[config.mk]
export PLATFORM = sky130hd
export DESIGN_NAME = voxel_line_traversal_unit
export DESIGN_NICKNAME = d
export VERILOG_FILES = /design/src/rtl/vlt_pkg.sv /design/src/rtl/vlt_div.sv /design/src/rtl/vlt_datapath.sv /design/src/rtl/vlt_ctrl.sv /design/src/rtl/voxel_line_traversal_unit.sv
export SDC_FILE = /design/constraint.sdc
export NUM_CORES = 1
export LEC_CHECK = 0
export ABC_AREA = 1
export BUFFER_PORTS_ARGS = -buffer_cell sky130_fd_sc_hd__clkbuf_2
export CAP_MARGIN = 25
export CORE_ASPECT_RATIO = 0.9
export CORE_UTILIZATION = 45
export CTS_BUF_LIST = sky130_fd_sc_hd__clkbuf_16
export CTS_CLUSTER_SIZE = 16
export DETAILED_ROUTE_END_ITERATION = 10
export GPL_ROUTABILITY_DRIVEN = 0
export PLACE_DENSITY = 0.65
export SETUP_SLACK_MARGIN = 0.15
export SYNTH_ARGS = -nofsm -noshare
export SYNTH_HDL_FRONTEND = slang
export SYNTH_SLANG_ARGS = --single-unit
[constraint.sdc]
create_clock -name clk -period 14.2 [get_ports clk]
set_clock_uncertainty 0.1 [all_clocks]
set_input_delay 4.26 -clock clk [delete_from_list [all_inputs] [get_ports clk]]
set_output_delay 4.26 -clock clk [all_outputs]
set_load 0.02 [all_outputs]
[src/rtl/vlt_pkg.sv]
// Shared constants, codes and controller/datapath interface types for the voxel line walker.
package vlt_pkg;

    // Field widths
    localparam int COORD_W  = 12;
    localparam int DLT_W    = COORD_W + 1;
    localparam int IDX_W    = 6;
    localparam int REASON_W = 2;
    localparam int IN_W     = 6 * COORD_W;
    localparam int OUT_W    = 48;

    // Parameter defaults
    localparam int DEF_MAX_CELLS  = 64;
    localparam int DEF_MAP_SIDE   = 512;
    localparam int DEF_MAP_HEIGHT = 64;
    localparam int DEF_STEP_ONE   = 1024;

    // Increment used for an axis whose delta is zero
    localparam int HUGE_STEP = 'h3fffffff / 512;

    // Reason carried on the final cell of a line
    typedef enum logic [REASON_W-1:0] {
        STOP_END    = 2'd0,
        STOP_LIMIT  = 2'd1,
        STOP_BOUNDS = 2'd2
    } stop_t;

    // Commands from the controller to the datapath
    typedef struct packed {
        logic load;
        logic div_start;
        logic acc_init;
        logic walk;
    } vlt_cmd_t;

    // Status from the datapath to the controller
    typedef struct packed {
        logic div_done;
        logic out_free;
        logic cell_last;
    } vlt_stat_t;

endpackage

[src/rtl/vlt_div.sv]
// Restoring unsigned divider that resolves two quotient bits per cycle.
module vlt_div #(
    parameter int NUM_W = 24,
    parameter int DEN_W = 12
) (
    input  logic             clk,
    input  logic             rst_n,
    input  logic             start,
    input  logic [NUM_W-1:0] num,
    input  logic [DEN_W-1:0] den,
    output logic [NUM_W-1:0] quot,
    output logic             done
);

    localparam int STEPS = NUM_W / 2;
    localparam int CNT_W = $clog2(STEPS + 1);

    logic [NUM_W-1:0] quo_reg, quo_next;
    logic [DEN_W-1:0] rem_reg, rem_next;
    logic [DEN_W-1:0] den_reg;
    logic [CNT_W-1:0] cnt_reg;

    logic [DEN_W:0]   trial1, trial2;
    logic             ge1, ge2;
    logic [DEN_W-1:0] rem1;
    logic [NUM_W-1:0] q1;

    // Two dependent shift-compare-subtract steps
    always_comb
    begin
        trial1   = {rem_reg, quo_reg[NUM_W-1]};
        ge1      = (trial1 >= {1'b0, den_reg});
        rem1     = ge1 ? DEN_W'(trial1 - {1'b0, den_reg}) : trial1[DEN_W-1:0];
        q1       = {quo_reg[NUM_W-2:0], ge1};
        trial2   = {rem1, q1[NUM_W-1]};
        ge2      = (trial2 >= {1'b0, den_reg});
        rem_next = ge2 ? DEN_W'(trial2 - {1'b0, den_reg}) : trial2[DEN_W-1:0];
        quo_next = {q1[NUM_W-2:0], ge2};
    end

    // Iteration counter
    always_ff @(posedge clk or negedge rst_n)
    begin
        if (!rst_n)
        begin
            cnt_reg <= '0;
        end
        else if (start)
        begin
            cnt_reg <= CNT_W'(STEPS);
        end
        else if (cnt_reg != '0)
        begin
            cnt_reg <= cnt_reg - 1'b1;
        end
    end

    // Operand and partial result registers
    always_ff @(posedge clk)
    begin
        if (start)
        begin
            quo_reg <= num;
            rem_reg <= '0;
            den_reg <= den;
        end
        else if (cnt_reg != '0)
        begin
            quo_reg <= quo_next;
            rem_reg <= rem_next;
        end
    end

    assign quot = quo_reg;
    assign done = (cnt_reg == '0);

endmodule

[src/rtl/vlt_datapath.sv]
// Datapath: line set-up, increment division, accumulator walk and output register.
module vlt_datapath #(
    parameter int MAX_CELLS  = vlt_pkg::DEF_MAX_CELLS,
    parameter int MAP_SIDE   = vlt_pkg::DEF_MAP_SIDE,
    parameter int MAP_HEIGHT = vlt_pkg::DEF_MAP_HEIGHT,
    parameter int STEP_ONE   = vlt_pkg::DEF_STEP_ONE
) (
    input  logic                           clk,
    input  logic                           rst_n,
    input  vlt_pkg::vlt_cmd_t              cmd,
    output vlt_pkg::vlt_stat_t             stat,
    input  logic [vlt_pkg::IN_W-1:0]       s_tdata,
    output logic                           m_tvalid,
    input  logic                           m_tready,
    output logic [vlt_pkg::OUT_W-1:0]      m_tdata,
    output logic                           m_tlast,
    output logic [vlt_pkg::REASON_W-1:0]   m_tuser
);

    import vlt_pkg::*;

    localparam int NUM_W  = $clog2(((1 << COORD_W) - 1) * STEP_ONE + 1);
    localparam int DIV_W  = NUM_W + (NUM_W % 2);
    localparam int HUGE_W = $clog2(HUGE_STEP + 1);
    localparam int INC_W  = (DIV_W > HUGE_W) ? DIV_W : HUGE_W;
    localparam int N_W    = $clog2(MAX_CELLS);
    localparam int ACC_W  = INC_W + N_W + 1;
    localparam int PAD_W  = OUT_W - 3 * COORD_W - IDX_W;

    typedef enum logic [1:0] {
        AXIS_X,
        AXIS_Y,
        AXIS_Z
    } axis_t;

    // Walk state
    logic [COORD_W-1:0] cx_reg, cy_reg, cz_reg;
    logic [COORD_W-1:0] ex_reg, ey_reg, ez_reg;
    logic               negx_reg, negy_reg, negz_reg;
    logic [COORD_W-1:0] adx_reg, ady_reg, adz_reg;
    logic [INC_W-1:0]   ix_reg, iy_reg, iz_reg;
    logic [ACC_W-1:0]   ax_reg, ay_reg, az_reg;
    logic [N_W-1:0]     n_reg;

    // Output register
    logic               out_valid_reg;
    logic [COORD_W-1:0] ox_reg, oy_reg, oz_reg;
    logic [IDX_W-1:0]   oidx_reg;
    logic               olast_reg;
    logic [REASON_W-1:0] oreason_reg;

    // Input unpacking and deltas
    logic [COORD_W-1:0] in_sx, in_sy, in_sz, in_ex, in_ey, in_ez;
    logic [DLT_W-1:0]   dx, dy, dz;

    always_comb
    begin
        in_sx = s_tdata[0*COORD_W +: COORD_W];
        in_sy = s_tdata[1*COORD_W +: COORD_W];
        in_sz = s_tdata[2*COORD_W +: COORD_W];
        in_ex = s_tdata[3*COORD_W +: COORD_W];
        in_ey = s_tdata[4*COORD_W +: COORD_W];
        in_ez = s_tdata[5*COORD_W +: COORD_W];
        dx = {in_ex[COORD_W-1], in_ex} - {in_sx[COORD_W-1], in_sx};
        dy = {in_ey[COORD_W-1], in_ey} - {in_sy[COORD_W-1], in_sy};
        dz = {in_ez[COORD_W-1], in_ez} - {in_sz[COORD_W-1], in_sz};
    end

    // Major axis and divider operands; x wins over y over z on equal deltas
    axis_t              major;
    logic [COORD_W-1:0] maj_abs, den_a, den_b;
    logic [DIV_W-1:0]   num;

    always_comb
    begin
        if (adx_reg >= ady_reg && adx_reg >= adz_reg)
        begin
            major = AXIS_X;
        end
        else if (ady_reg >= adz_reg)
        begin
            major = AXIS_Y;
        end
        else
        begin
            major = AXIS_Z;
        end
        unique case (major)
            AXIS_Y:
            begin
                maj_abs = ady_reg;
                den_a   = adx_reg;
                den_b   = adz_reg;
            end
            AXIS_Z:
            begin
                maj_abs = adz_reg;
                den_a   = adx_reg;
                den_b   = ady_reg;
            end
            default:
            begin
                maj_abs = adx_reg;
                den_a   = ady_reg;
                den_b   = adz_reg;
            end
        endcase
        num = DIV_W'(maj_abs) * DIV_W'(STEP_ONE);
    end

    // One divider per minor axis
    logic [DIV_W-1:0] quot_a, quot_b;
    logic             done_a, done_b;

    vlt_div #(
        .NUM_W (DIV_W),
        .DEN_W (COORD_W)
    ) u_div_a (
        .clk   (clk),
        .rst_n (rst_n),
        .start (cmd.div_start),
        .num   (num),
        .den   (den_a),
        .quot  (quot_a),
        .done  (done_a)
    );

    vlt_div #(
        .NUM_W (DIV_W),
        .DEN_W (COORD_W)
    ) u_div_b (
        .clk   (clk),
        .rst_n (rst_n),
        .start (cmd.div_start),
        .num   (num),
        .den   (den_b),
        .quot  (quot_b),
        .done  (done_b)
    );

    // Increments and starting accumulators
    logic [INC_W-1:0] inc_a, inc_b, inc_x, inc_y, inc_z;
    logic [ACC_W-1:0] acc_x0, acc_y0, acc_z0;

    always_comb
    begin
        inc_a = (den_a == '0) ? INC_W'(HUGE_STEP) : INC_W'(quot_a);
        inc_b = (den_b == '0) ? INC_W'(HUGE_STEP) : INC_W'(quot_b);
        unique case (major)
            AXIS_Y:
            begin
                inc_x = inc_a;
                inc_y = INC_W'(STEP_ONE);
                inc_z = inc_b;
            end
            AXIS_Z:
            begin
                inc_x = inc_a;
                inc_y = inc_b;
                inc_z = INC_W'(STEP_ONE);
            end
            default:
            begin
                inc_x = INC_W'(STEP_ONE);
                inc_y = inc_a;
                inc_z = inc_b;
            end
        endcase
        acc_x0 = negx_reg ? ACC_W'(inc_x >> 1) : ACC_W'(inc_x - (inc_x >> 1));
        acc_y0 = negy_reg ? ACC_W'(inc_y >> 1) : ACC_W'(inc_y - (inc_y >> 1));
        acc_z0 = negz_reg ? ACC_W'(inc_z >> 1) : ACC_W'(inc_z - (inc_z >> 1));
    end

    // Step choice, bounds test and stop decision for the current cell
    logic               move_x, move_z, at_limit, at_end, in_map, last_now;
    logic [COORD_W-1:0] cur, lim;
    logic               cur_neg;
    logic [DLT_W-1:0]   nxt;
    stop_t              reason_now;

    always_comb
    begin
        move_z  = (az_reg <= ax_reg) && (az_reg <= ay_reg);
        move_x  = !move_z && (ax_reg < ay_reg);
        cur     = move_z ? cz_reg : (move_x ? cx_reg : cy_reg);
        cur_neg = move_z ? negz_reg : (move_x ? negx_reg : negy_reg);
        lim     = move_z ? COORD_W'(MAP_HEIGHT - 1) : COORD_W'(MAP_SIDE - 1);
        nxt     = {cur[COORD_W-1], cur} + (cur_neg ? {DLT_W{1'b1}} : DLT_W'(1));
        in_map  = !nxt[DLT_W-1] && (nxt[COORD_W-1:0] <= lim);
        at_limit = (n_reg == N_W'(MAX_CELLS - 1));
        at_end   = (cx_reg == ex_reg) && (cy_reg == ey_reg) && (cz_reg == ez_reg);
        last_now = at_limit || at_end || !in_map;
        if (at_limit)
        begin
            reason_now = STOP_LIMIT;
        end
        else if (at_end || in_map)
        begin
            reason_now = STOP_END;
        end
        else
        begin
            reason_now = STOP_BOUNDS;
        end
    end

    // Control registers: cell count and output valid
    always_ff @(posedge clk or negedge rst_n)
    begin
        if (!rst_n)
        begin
            n_reg         <= '0;
            out_valid_reg <= 1'b0;
        end
        else
        begin
            if (cmd.load)
            begin
                n_reg <= '0;
            end
            else if (cmd.walk && !last_now)
            begin
                n_reg <= n_reg + 1'b1;
            end
            if (cmd.walk)
            begin
                out_valid_reg <= 1'b1;
            end
            else if (m_tready)
            begin
                out_valid_reg <= 1'b0;
            end
        end
    end

    // Payload registers
    always_ff @(posedge clk)
    begin
        if (cmd.load)
        begin
            cx_reg   <= in_sx;
            cy_reg   <= in_sy;
            cz_reg   <= in_sz;
            ex_reg   <= in_ex;
            ey_reg   <= in_ey;
            ez_reg   <= in_ez;
            negx_reg <= dx[DLT_W-1];
            negy_reg <= dy[DLT_W-1];
            negz_reg <= dz[DLT_W-1];
            adx_reg  <= dx[DLT_W-1] ? COORD_W'(-dx) : COORD_W'(dx);
            ady_reg  <= dy[DLT_W-1] ? COORD_W'(-dy) : COORD_W'(dy);
            adz_reg  <= dz[DLT_W-1] ? COORD_W'(-dz) : COORD_W'(dz);
        end
        if (cmd.acc_init)
        begin
            ix_reg <= inc_x;
            iy_reg <= inc_y;
            iz_reg <= inc_z;
            ax_reg <= acc_x0;
            ay_reg <= acc_y0;
            az_reg <= acc_z0;
        end
        if (cmd.walk)
        begin
            ox_reg      <= cx_reg;
            oy_reg      <= cy_reg;
            oz_reg      <= cz_reg;
            oidx_reg    <= IDX_W'(n_reg);
            olast_reg   <= last_now;
            oreason_reg <= last_now ? reason_now : STOP_END;
            if (!last_now)
            begin
                if (move_z)
                begin
                    cz_reg <= nxt[COORD_W-1:0];
                    az_reg <= az_reg + ACC_W'(iz_reg);
                end
                else if (move_x)
                begin
                    cx_reg <= nxt[COORD_W-1:0];
                    ax_reg <= ax_reg + ACC_W'(ix_reg);
                end
                else
                begin
                    cy_reg <= nxt[COORD_W-1:0];
                    ay_reg <= ay_reg + ACC_W'(iy_reg);
                end
            end
        end
    end

    // Status and output port
    always_comb
    begin
        stat.div_done  = done_a && done_b;
        stat.out_free  = !out_valid_reg || m_tready;
        stat.cell_last = last_now;
    end

    assign m_tvalid = out_valid_reg;
    assign m_tdata  = {{PAD_W{1'b0}}, oidx_reg, oz_reg, oy_reg, ox_reg};
    assign m_tlast  = olast_reg;
    assign m_tuser  = oreason_reg;

endmodule

[src/rtl/vlt_ctrl.sv]
// Controller: sequences set-up, division, accumulator load and the cell walk.
module vlt_ctrl (
    input  logic               clk,
    input  logic               rst_n,
    input  logic               s_tvalid,
    output logic               s_tready,
    output vlt_pkg::vlt_cmd_t  cmd,
    input  vlt_pkg::vlt_stat_t stat
);

    import vlt_pkg::*;

    typedef enum logic [2:0] {
        ST_IDLE,
        ST_SETUP,
        ST_DIVIDE,
        ST_INIT,
        ST_WALK
    } state_t;

    state_t state_reg, state_next;

    // Next state and commands
    always_comb
    begin
        state_next    = state_reg;
        cmd.load      = 1'b0;
        cmd.div_start = 1'b0;
        cmd.acc_init  = 1'b0;
        cmd.walk      = 1'b0;
        unique case (state_reg)
            ST_IDLE:
            begin
                if (s_tvalid)
                begin
                    cmd.load   = 1'b1;
                    state_next = ST_SETUP;
                end
            end
            ST_SETUP:
            begin
                cmd.div_start = 1'b1;
                state_next    = ST_DIVIDE;
            end
            ST_DIVIDE:
            begin
                if (stat.div_done)
                begin
                    state_next = ST_INIT;
                end
            end
            ST_INIT:
            begin
                cmd.acc_init = 1'b1;
                state_next   = ST_WALK;
            end
            ST_WALK:
            begin
                if (stat.out_free)
                begin
                    cmd.walk = 1'b1;
                    if (stat.cell_last)
                    begin
                        state_next = ST_IDLE;
                    end
                end
            end
            default:
            begin
                state_next = ST_IDLE;
            end
        endcase
    end

    // State register
    always_ff @(posedge clk or negedge rst_n)
    begin
        if (!rst_n)
        begin
            state_reg <= ST_IDLE;
        end
        else
        begin
            state_reg <= state_next;
        end
    end

    assign s_tready = (state_reg == ST_IDLE);

endmodule

[src/rtl/voxel_line_traversal_unit.sv]
// Top level of the voxel line walker: controller, datapath and checks.
// After the input transfer the controller runs set-up, the increment divide (on an even
// numerator width, 22 bits at STEP_ONE = 1024) and the accumulator load before the first cell.
// One line at a time: a new line is taken only once the walk has issued its last cell, and
// the walk waits while the output register holds a cell that is not taken.
// Reset (rst_n, asynchronous, active low) returns the controller to idle and empties the output.
module voxel_line_traversal_unit #(
    parameter int MAX_CELLS  = vlt_pkg::DEF_MAX_CELLS,
    parameter int MAP_SIDE   = vlt_pkg::DEF_MAP_SIDE,
    parameter int MAP_HEIGHT = vlt_pkg::DEF_MAP_HEIGHT,
    parameter int STEP_ONE   = vlt_pkg::DEF_STEP_ONE
) (
    input  logic                         clk,
    input  logic                         rst_n,
    input  logic                         s_tvalid,
    output logic                         s_tready,
    // start_x, start_y, start_z, end_x, end_y, end_z (12 bits each)
    input  logic [vlt_pkg::IN_W-1:0]     s_tdata,
    output logic                         m_tvalid,
    input  logic                         m_tready,
    // cell_x, cell_y, cell_z (12 bits each), step_index (6 bits), 6 zero bits
    output logic [vlt_pkg::OUT_W-1:0]    m_tdata,
    output logic                         m_tlast,
    // stop_reason (2 bits)
    output logic [vlt_pkg::REASON_W-1:0] m_tuser
);

    import vlt_pkg::*;

    vlt_cmd_t  cmd;
    vlt_stat_t stat;

    vlt_ctrl u_ctrl (
        .clk      (clk),
        .rst_n    (rst_n),
        .s_tvalid (s_tvalid),
        .s_tready (s_tready),
        .cmd      (cmd),
        .stat     (stat)
    );

    vlt_datapath #(
        .MAX_CELLS  (MAX_CELLS),
        .MAP_SIDE   (MAP_SIDE),
        .MAP_HEIGHT (MAP_HEIGHT),
        .STEP_ONE   (STEP_ONE)
    ) u_datapath (
        .clk      (clk),
        .rst_n    (rst_n),
        .cmd      (cmd),
        .stat     (stat),
        .s_tdata  (s_tdata),
        .m_tvalid (m_tvalid),
        .m_tready (m_tready),
        .m_tdata  (m_tdata),
        .m_tlast  (m_tlast),
        .m_tuser  (m_tuser)
    );

    // A new line is not taken right after one was accepted.
    assert property (@(posedge clk) disable iff (!rst_n)
        (s_tvalid && s_tready) |=> !s_tready)
        else $error("input accepted twice in a row");

    // While a cell that is not the last one waits, the walk is still in progress.
    assert property (@(posedge clk) disable iff (!rst_n)
        (m_tvalid && !m_tlast) |-> !s_tready)
        else $error("block idle before the final cell of a line");

    // A stop reason other than end-reached only appears on the final cell.
    assert property (@(posedge clk) disable iff (!rst_n)
        (m_tvalid && !m_tlast) |-> (m_tuser == STOP_END))
        else $error("stop reason on a cell that is not the last");

endmodule
## Word-level counts from Yosys, hierarchy flattened

Index checks and enable logic that the tools add are counted.

| word-level totals | value |
|---|---|
| register bits after elaboration | 419 |
| input bits | 76 |

| operators by class | value |
|---|---|
| add/subtract/negate cells | 20 |
| $lt $le $gt $ge | 11 |
| eq/ne operators | 14 |
| multiplexer cells | 79 |
| bitwise gates (word level) | 1 |
| reductions and logical operators | 31 |

Operators with widths:

| operator | number |
|---|---|
| 29-bit two-way mux | 17 |
| 12-bit two-way mux | 25 |
| 22-bit two-way mux | 8 |
| 29-bit by 22-bit adder with 29-bit output | 3 |
| 22-bit by 21-bit subtractor with 23-bit output | 3 |
| 29-bit less-or-equal comparator | 2 |
| 13-bit by 12-bit greater-or-equal comparator with 1-bit output | 4 |
| 12-bit subtractor | 4 |
| 22-bit case mux with 2 select lines | 1 |
| 12-bit by 12-bit subtractor with 13-bit output | 3 |
| 12-bit == test | 3 |
| 12-bit greater-or-equal comparator | 3 |
| 12-bit negation | 3 |
| 29-bit less-than comparator | 1 |
| 12-bit logical NOT | 2 |
| 12-bit case mux with 2 select lines | 1 |
| 4-bit two-way mux | 4 |
| 3-bit case mux with 5 select lines | 1 |
| 13-bit adder | 1 |
| 13-bit two-way mux | 1 |
| 12-bit less-or-equal comparator | 1 |
| 3-bit two-way mux | 4 |
| 6-bit two-way mux | 2 |
| 1-bit two-way mux | 11 |
| 22 further kinds | 48 |

## Longest topological paths before layout

Gate-level depths: netlist (run 1).

| logic depth | value |
|---|---|
| depth in word-level cells | 16 |
| depth in mapped cells | 45 |
| gate-level depth less buffers | 42 |

## Cells and area by module

From an unflattened synthesis (run 1), not the netlist that was laid out.

| unflattened totals | value |
|---|---|
| cells, all modules | 4,384 |
| area, all modules | 33,118.0 um^2 |

Modules (own cells, without submodules):

| module | instances | cells each | area each (um^2) | seq. area each (um^2) |
|---|---|---|---|---|
| vlt_datapath | 1 | 3,362 | 25,519.5 | 8,222.9 |
| vlt_div at u_datapath.u_div_a | 1 | 498 | 3,692.3 | 1,361.3 |
| vlt_div at u_datapath.u_div_b | 1 | 497 | 3,681.0 | 1,361.3 |
| vlt_ctrl | 1 | 27 | 225.2 | 75.1 |

## Least setup slack after synthesis (run 1)

No wires, ideal clock.

| path | value |
|---|---|
| path type | input to register |
| start point | in m_tready |
| end point | reg u_datapath.ax_reg[13] |
| setup time | 138 ps |
| arrival | 7,260 ps |
| data required time | 13,962 ps |
| slack | 6,702 ps |
| stages on the path | 5 |
| path through | nor2_1 nor2_1 nand3_1 o211ai_1 o21ai_0 |

RTL lines:

| item | RTL line | text |
|---|---|---|
| from (decl) | voxel_line_traversal_unit.sv:20 | `input logic m_tready,` |
| to (signal assigned) | vlt_datapath.sv:281 | `ax_reg <= ax_reg + ACC_W'(ix_reg);` |
| to (decl) | vlt_datapath.sv:42 | `logic [ACC_W-1:0] ax_reg, ay_reg, az_reg;` |

## Worst setup path in the final report (run 1)

| path | value |
|---|---|
| start point | reg u_datapath.ay_reg[4] |
| end point | reg u_datapath.ax_reg[15] |

| between the ends | value |
|---|---|
| longest elaborated chain between the ends | 14 |

Ends and longest elaborated chain:

| item | RTL line | text |
|---|---|---|
| from (decl) | vlt_datapath.sv:42 |  |
| from (signal assigned) | vlt_datapath.sv:260 | `ay_reg <= acc_y0;` |
| from (signal assigned) | vlt_datapath.sv:286 | `ay_reg <= ay_reg + ACC_W'(iy_reg);` |
| 29-bit less-or-equal comparator | vlt_datapath.sv:183 | `move_z = (az_reg <= ax_reg) && (az_reg <= ay_reg);` |
| 1-bit logical AND | vlt_datapath.sv:183 |  |
| 1-bit logical NOT | vlt_datapath.sv:184 | `move_x = !move_z && (ax_reg < ay_reg);` |
| 1-bit logical AND | vlt_datapath.sv:184 |  |
| 1-bit two-way mux (2 in series) | vlt_datapath.sv:186 | `cur_neg = move_z ? negz_reg : (move_x ? negx_reg : negy_reg);` |
| 13-bit two-way mux | vlt_datapath.sv:188 | `nxt = {cur[COORD_W-1], cur} + (cur_neg ? {DLT_W{1'b1}} : DLT_W'(1));` |
| 13-bit adder | vlt_datapath.sv:188 |  |
| 12-bit less-or-equal comparator or 1-bit logical NOT (tied branches) | vlt_datapath.sv:189 | `in_map = !nxt[DLT_W-1] && (nxt[COORD_W-1:0] <= lim);` |
| 1-bit logical AND * | vlt_datapath.sv:189 |  |
| 1-bit logical NOT * | vlt_datapath.sv:192 | `last_now = at_limit \|\| at_end \|\| !in_map;` |
| 1-bit logical OR * | vlt_datapath.sv:192 |  |
| via u_datapath.last_now | vlt_datapath.sv:175 | `logic move_x, move_z, at_limit, at_end, in_map, last_now;` |
| 29-bit two-way mux * | vlt_datapath.sv:271 | `if (!last_now)` |
| 29-bit two-way mux * | vlt_datapath.sv:263 | `if (cmd.walk)` |

Mark *: on every way through the listed nets, which the timed path passes. The rest lies on a longest branch.
A chain may end at the register's enable or synchronous reset.

==> summary.md, run 1 <==
| Metric | Value |
|---|---|
| Antenna violations before repair | 3 |
| # DRC | 0 |
| Cell Area, Synth | ~0.032 mm² |
| Top post-synthesis cells by area | edfxtp_1 22%, ha_1 14%, dfxtp_1 11%, nand2_1 9.7%, inv_1 7.6% |
| Dominant synthesized flop cell | edfxtp_1 |
| Startpoint Class | flip-flop |
| Status | complete, no violations |
| CP Data Arrival Time | 8760 ps |
| Max Cap Viol | 0 |
| Die area | 0.0712 mm² |
| Largest net degree at the start of global routing | 65 |
| Initial Util | 0.458 |
| # resized after CTS | 0 |
| Drt via density | 5.34 |
| Fin crit period | 8350 ps |
| Skew-Pair Late Insertion Delay | 620 ps |
| Final worst path period share | 0.588 |
| Clock net sink count | about 420 |
| Die Ht | 253 µm |
| Yosys reg bits | around 420 |
| Rows | 91 |
| # hold bufs at CTS | 0 |
| FFs w/ async S/R, synth | 0.0430 |
| First-pass GRT wire length | 142000 µm |
| Mean Syn Cell Area | between 7 and 8 µm² |
| ANT nets after route | 0 |
| Crit-path max FO | 42 |
| HPWL Detailed | 70800 µm |
| Pre-CTS setup slack | roughly 6100 ps |
| Post-CTS setup buffers | 0 |
| Final setup violation count | 0 |
| Post-synth top area cell | edfxtp_1 |
| CP startpoint | u_datapath.ay_reg[4] |
| Critical Path RT | approximately 15000 ps |
| Post-synth cell types | 64 |
| Root Buffer | clkbuf_16 |
| Mapped Cells | roughly 4100 |
| Global route overflow | 0 |
| Synth warnings | 0 |
| DRT Pass-1 Iters | 6 |
| CTS Buf Count | 48 |
| Setup CP Type | reg -> reg |
| Area grow syn2layout | 9.70% |
| Most used cell, CP | nor2_1 |
| Layout cell share with drive strength beyond 1 | 0.0662 |
| DR vias | between 20000 and 30000 |
| Vias in the first global route | roughly 26000 |
| DR WL/cell | approximately 18 µm |
| Number of port buffers | between 100 and 150 |
| Core ar. | about 0.069 mm² |
| Nets | around 4600 |
| Setup TNS | 0 ps |
| All-Layer GR Usage | 0.254 |
| CP max-delay cell | inv_1 |
| RSZ-0062 raised after global routing | false |
| Yosys top cell area share | 0.223 |
| Clock transition at the registers of the reported paths | approximately 60 ps |
| ANT cells | 0 |
| DRT iter0 DRCs | 2547 |
| Seq/Total Area, Yosys | 0.343 |
| Post-synth EDFFs | about 230 |
| Io pins | 129 |
| Reg2reg start | u_datapath.ay_reg[4] |
| Critical path endpoint category | flip-flop |
| Critical hold path startpoint | u_datapath.n_reg[5] |
| Chip width | about 280 µm |
| WHS | 358 ps |
| F_max | around 120 MHz |
| Max clock buf depth | 3 |
| H-tree levels | 2 |
| Final WL | a little over 90000 µm |
| HP Class | reg -> reg |
| CTS tree | done |
| Setup WS post-layout | 5850 ps |
| Worst relative slew slack | 0.319 |
| Max-slew violations | 0 |
| CP max stage delay | ~690 ps |
| Slew @ Worst Pin | between 1000 and 1500 ps |
| Endpoints failing hold | 0 |
[critical path, delay by kind of cell, from the launching register on]
family                   cells  cell delay [ps]
AO/OA/AOI/OAI                5              920
XOR/XNOR                     1              400
adder cells (fa/ha/maj)      3              970
buffers and inverters        7             2120
flip-flops                   1              370
AND/OR/NAND/NOR             18             3300
[cell usage after synthesis, types with 6 or more instances]
master      n
o21a_1     13
o21ai_1    20
nand3_1   158
ha_1      363
buf_2      16
a21oi_1   298
nand2_4     6
dfrtp_1    18
a31oi_1    18
o211ai_1   31
fa_1       14
inv_1     642
clkbuf_1   59
o21ai_0   313
xor2_1    168
or2_2      22
xnor2_1    69
a21boi_0   12
edfxtp_1  234
nor2_1    295
o22ai_1    89
nand2_2    14
nand2_1   815
buf_4      12
nor3_1     45
nor4_1     15
o221ai_1    9
dfxtp_1   167
o21bai_1   31
a211oi_1    6
nor2_2      8
o31ai_1     6
nand3b_1    7
nand4_1    26
a22oi_1    12
[worst paths after layout]
kind                       cells past startpoint                            end  slack (ps)
hold / removal                                 0         u_datapath.oidx_reg[5]         360
max in group asynchronous                      1            u_datapath.n_reg[5]       10090
setup / recovery                              34          u_datapath.ax_reg[15]        5850
hold reg to reg                                0         u_datapath.oidx_reg[5]         360
min in group asynchronous                      1  u_datapath.u_div_a.cnt_reg[3]        3520
setup reg to reg                              34          u_datapath.ax_reg[15]        5850
[cells by family (layout without fill, tap and decap cells)]
group / count (synthesis) / after routing / share of synthesized area
AO/OA/AOI/OAI: 884 / 884 / 0.158
XOR/XNOR: 237 / 237 / 0.0658
adder cells (fa/ha/maj): 377 / 377 / 0.153
buffers and inverters: 745 / 881 / 0.0918
flip-flops: 419 / 419 / 0.343
multiplexers: 3 / 3 / 0.000952
other: 1 / 6 / 0.000119
AND/OR/NAND/NOR: 1422 / 1422 / 0.188
[metal layers]
metal | routed length (µm) | vias to the layer above | global-route usage | part of all wire
met5 | 13 | - | 0 | 0.00014
li1 | - | 13867 | - | -
met2 | 39900 | 864 | 0.405 | 0.44
met1 | 42400 | 12669 | 0.356 | 0.47
met3 | 5870 | 127 | 0.0331 | 0.065
met4 | 2510 | 2 | 0.0759 | 0.028
[placed cells by master (no fill, tap or decap), drive strengths merged, types with 3 or more instances in the layout]
| cell | Yosys | final |
|---|---|---|
| clkinvlp | 0 | 3 |
| o221ai | 9 | 9 |
| nand2 | 835 | 835 |
| xnor2 | 69 | 69 |
| or2 | 23 | 23 |
| o21bai | 31 | 31 |
| xor2 | 168 | 168 |
| mux2i | 3 | 3 |
| inv | 645 | 658 |
| clkbuf | 59 | 171 |
| nor2 | 303 | 303 |
| a211oi | 6 | 6 |
| o21ai | 335 | 335 |
| fa | 14 | 14 |
| buf | 37 | 21 |
| and2 | 5 | 5 |
| a2111oi | 3 | 3 |
| o21a | 13 | 13 |
| ha | 363 | 363 |
| conb | 1 | 6 |
| o211ai | 31 | 31 |
| clkinv | 4 | 26 |
| edfxtp | 234 | 234 |
| a221oi | 5 | 5 |
| nand3 | 160 | 160 |
| a21boi | 13 | 13 |
| a21oi | 300 | 300 |
| nor4 | 15 | 15 |
| dfrtp | 18 | 18 |
| a22oi | 12 | 12 |
| o22ai | 89 | 89 |
| nand4 | 26 | 26 |
| nand3b | 7 | 7 |
| dfxtp | 167 | 167 |
| nor3 | 45 | 45 |
| a21o | 5 | 5 |
| o31ai | 6 | 6 |
| a31oi | 18 | 18 |
[through the flow]
stage	instances	cell area [µm²]	util
after global placement	5068	33000	0.480
after CTS	5158	34600	0.502
final	5159	34600	0.502
after detailed placement	5069	33100	0.480
after floorplan	4093	31600	-
after global routing	5159	34600	0.502
[area by class of cell]
class | instances | area [µm²]
Multi-Input combinational cell | 2929 | 17900
Clock inverter | 40 | 284
Inverter | 649 | 2440
Tap cell | 930 | 1160
Sequential cell | 419 | 10800
Timing Repair Buffer | 143 | 801
Fill cell | 6731 | 34300
Clock buffer | 49 | 1230
Power of run 1 is left out: the tool's default activity adds up to more than one toggle a clock period on the data nets, which glitch-free logic cannot reach.
==> inputs of run 2 (changes only) <==
clock period = 8.6 ns   (was 14.2 ns; I/O delays follow)
==> summary.md, run 2 (synthesis gave the netlist of run 1 again) <==
| Metric | Value |
|---|---|
| Post-CTS setup buffers | 0 |
| Max-slew violations | 0 |
| Area grow syn2layout | 10.2% |
| Layout cell share with drive strength beyond 1 | 0.0682 |
| Worst relative slew slack | 0.350 |
| Antenna violations before repair | 2 |
| CP startpoint | u_datapath.ax_reg[24] |
| Final WL | slightly above 90000 µm |
| Commonest non-fill, non-tap cell in the layout | nand2_1 |
| # hold bufs at CTS | 0 |
| DRT Pass-1 Iters | 6 |
| Worst r2r dst | u_datapath.cx_reg[0] |
| Clock net sink count | around 420 |
| ANT nets after route | 0 |
| Post-Layout Cell Count | a little over 5000 |
| CP max stage delay | about 700 ps |
| HPWL Detailed | a little over 70000 µm |
| Critical Path RT | 8960 ps |
| Rows | 91 |
| DRT iter0 DRCs | 2355 |
| Final worst path period share | 0.890 |
| # resized after CTS | 0 |
| RSZ-0062 raised after global routing | false |
| # DRC | 0 |
| Number of port buffers | ~120 |
| All-Layer GR Usage | 0.254 |
| Largest net degree at the start of global routing | just over 60 |
| Setup CP Type | reg -> reg |
| Critical hold path startpoint | u_datapath.cx_reg[11] |
| Io pins | around 130 |
| CP Capture Point | u_datapath.cx_reg[0] |
| Vias in the first global route | between 20000 and 30000 |
| Cell depth of the worst flop-to-flop path | 35 |
| WHS | around 380 ps |
| DR vias | around 28000 |
| Chip width | approximately 280 µm |
| HP Class | reg -> reg |
| Startpoint Class | flip-flop |
| Max clock buf depth | 3 |
| CTS tree | done |
| ANT cells | 0 |
| CP Data Arrival Time | around 8000 ps |
| Crit-path max FO | 42 |
| R2R setup slack | ~950 ps |
| Clock transition at the registers of the reported paths | ~60 ps |
| H-tree levels | 2 |
| Global route overflow | 0 |
| First-pass GRT wire length | 142000 µm |
| Initial Util | 0.458 |
| Final setup violation count | 0 |
| Status | complete, no violations |
| Slew @ Worst Pin | between 900 and 1000 ps |
| Fin crit period | about 7700 ps |
| Skew-Pair Late Insertion Delay | 630 ps |
| CTS Buf Count | 48 |
| Placed Cells | slightly above 5000 |
| Root Buffer | clkbuf_16 |
| Reg2reg start | u_datapath.ax_reg[24] |
| Drt via density | around 5.4 |
| DR WL/cell | 17.7 µm |
| Die Ht | between 200 and 300 µm |
| Setup TNS | 0 ps |
| Max Cap Viol | 0 |
| Critical path endpoint category | flip-flop |
| Most frequent cells in the layout | 815 x nand2_1, 649 x inv_1, 363 x ha_1, 313 x o21ai_0, 298 x a21oi_1 |
| Nets | roughly 4600 |
| Die area | just over 0.07 mm² |
| F_max | between 100 and 150 MHz |
| CP max-delay cell | inv_1 |
| Endpoints failing hold | 0 |
| Core ar. | approximately 0.07 mm² |
==> run 2: changes by cell type in the layout (fill, tap and decap cells not counted) <==
cell,change
clkinvlp_4,+1
inv_16,-1
clkinv_8,+1
inv_1,+1
buf_16,+1
bufinv_16,+5
clkinv_1,-4
buf_4,+6
clkbuf_16,-1
inv_4,-2
buf_12,-1
inv_2,-1
inv_6,+2
inv_8,-1
==> run 2: worst min-delay path by stage <==
stage                     cells past startpoint                      to
after detailed placement                      0   u_datapath.ox_reg[11]
after CTS                                     0   u_datapath.ox_reg[11]
final                                         0   u_datapath.ox_reg[11]
after global placement                        0   u_datapath.ox_reg[11]
after global routing                          0   u_datapath.ox_reg[11]
after floorplan                               0  u_datapath.oidx_reg[5]
==> run 2: layer usage <==
layer  up-vias  part of all wire  GRT usage  routed length [µm]
met4         0             0.036     0.0904                3270
met5         -                 0          0                   0
li1      13871                 -          -                   -
met3       154             0.059     0.0328                5420
met2       788              0.44      0.404               40000
met1     12860              0.47      0.353               42400
==> run 2: cell type report <==
cell class,instances,area (µm²)
Inverter,649,2440
Multi-Input combinational cell,2929,17900
Sequential cell,419,10800
Clock buffer,48,1200
Tap cell,930,1160
Fill cell,6700,34100
Clock inverter,41,417
Timing Repair Buffer,149,853
==> run 2: through the flow <==
stage,util,setup slack [ps],instance area (µm²)
2_1_floorplan,-,2420,31600
3_3_place_gp,0.480,1250,33100
3_5_place_dp,0.480,1070,33100
4_1_cts,0.504,1010,34700
5_1_grt,0.505,210,34800
6_report,0.505,947,34800
==> run 2: worst max-delay path, delay by kind of cell, from the launching register on <==
family | cells | cell delay, ps
AND/OR/NAND/NOR | 16 | 2250
AO/OA/AOI/OAI | 7 | 1140
adder cells (fa/ha/maj) | 3 | 960
flip-flops | 1 | 440
XOR/XNOR | 1 | 410
buffers and inverters | 8 | 2150
Power of run 2 is left out for the same reason.
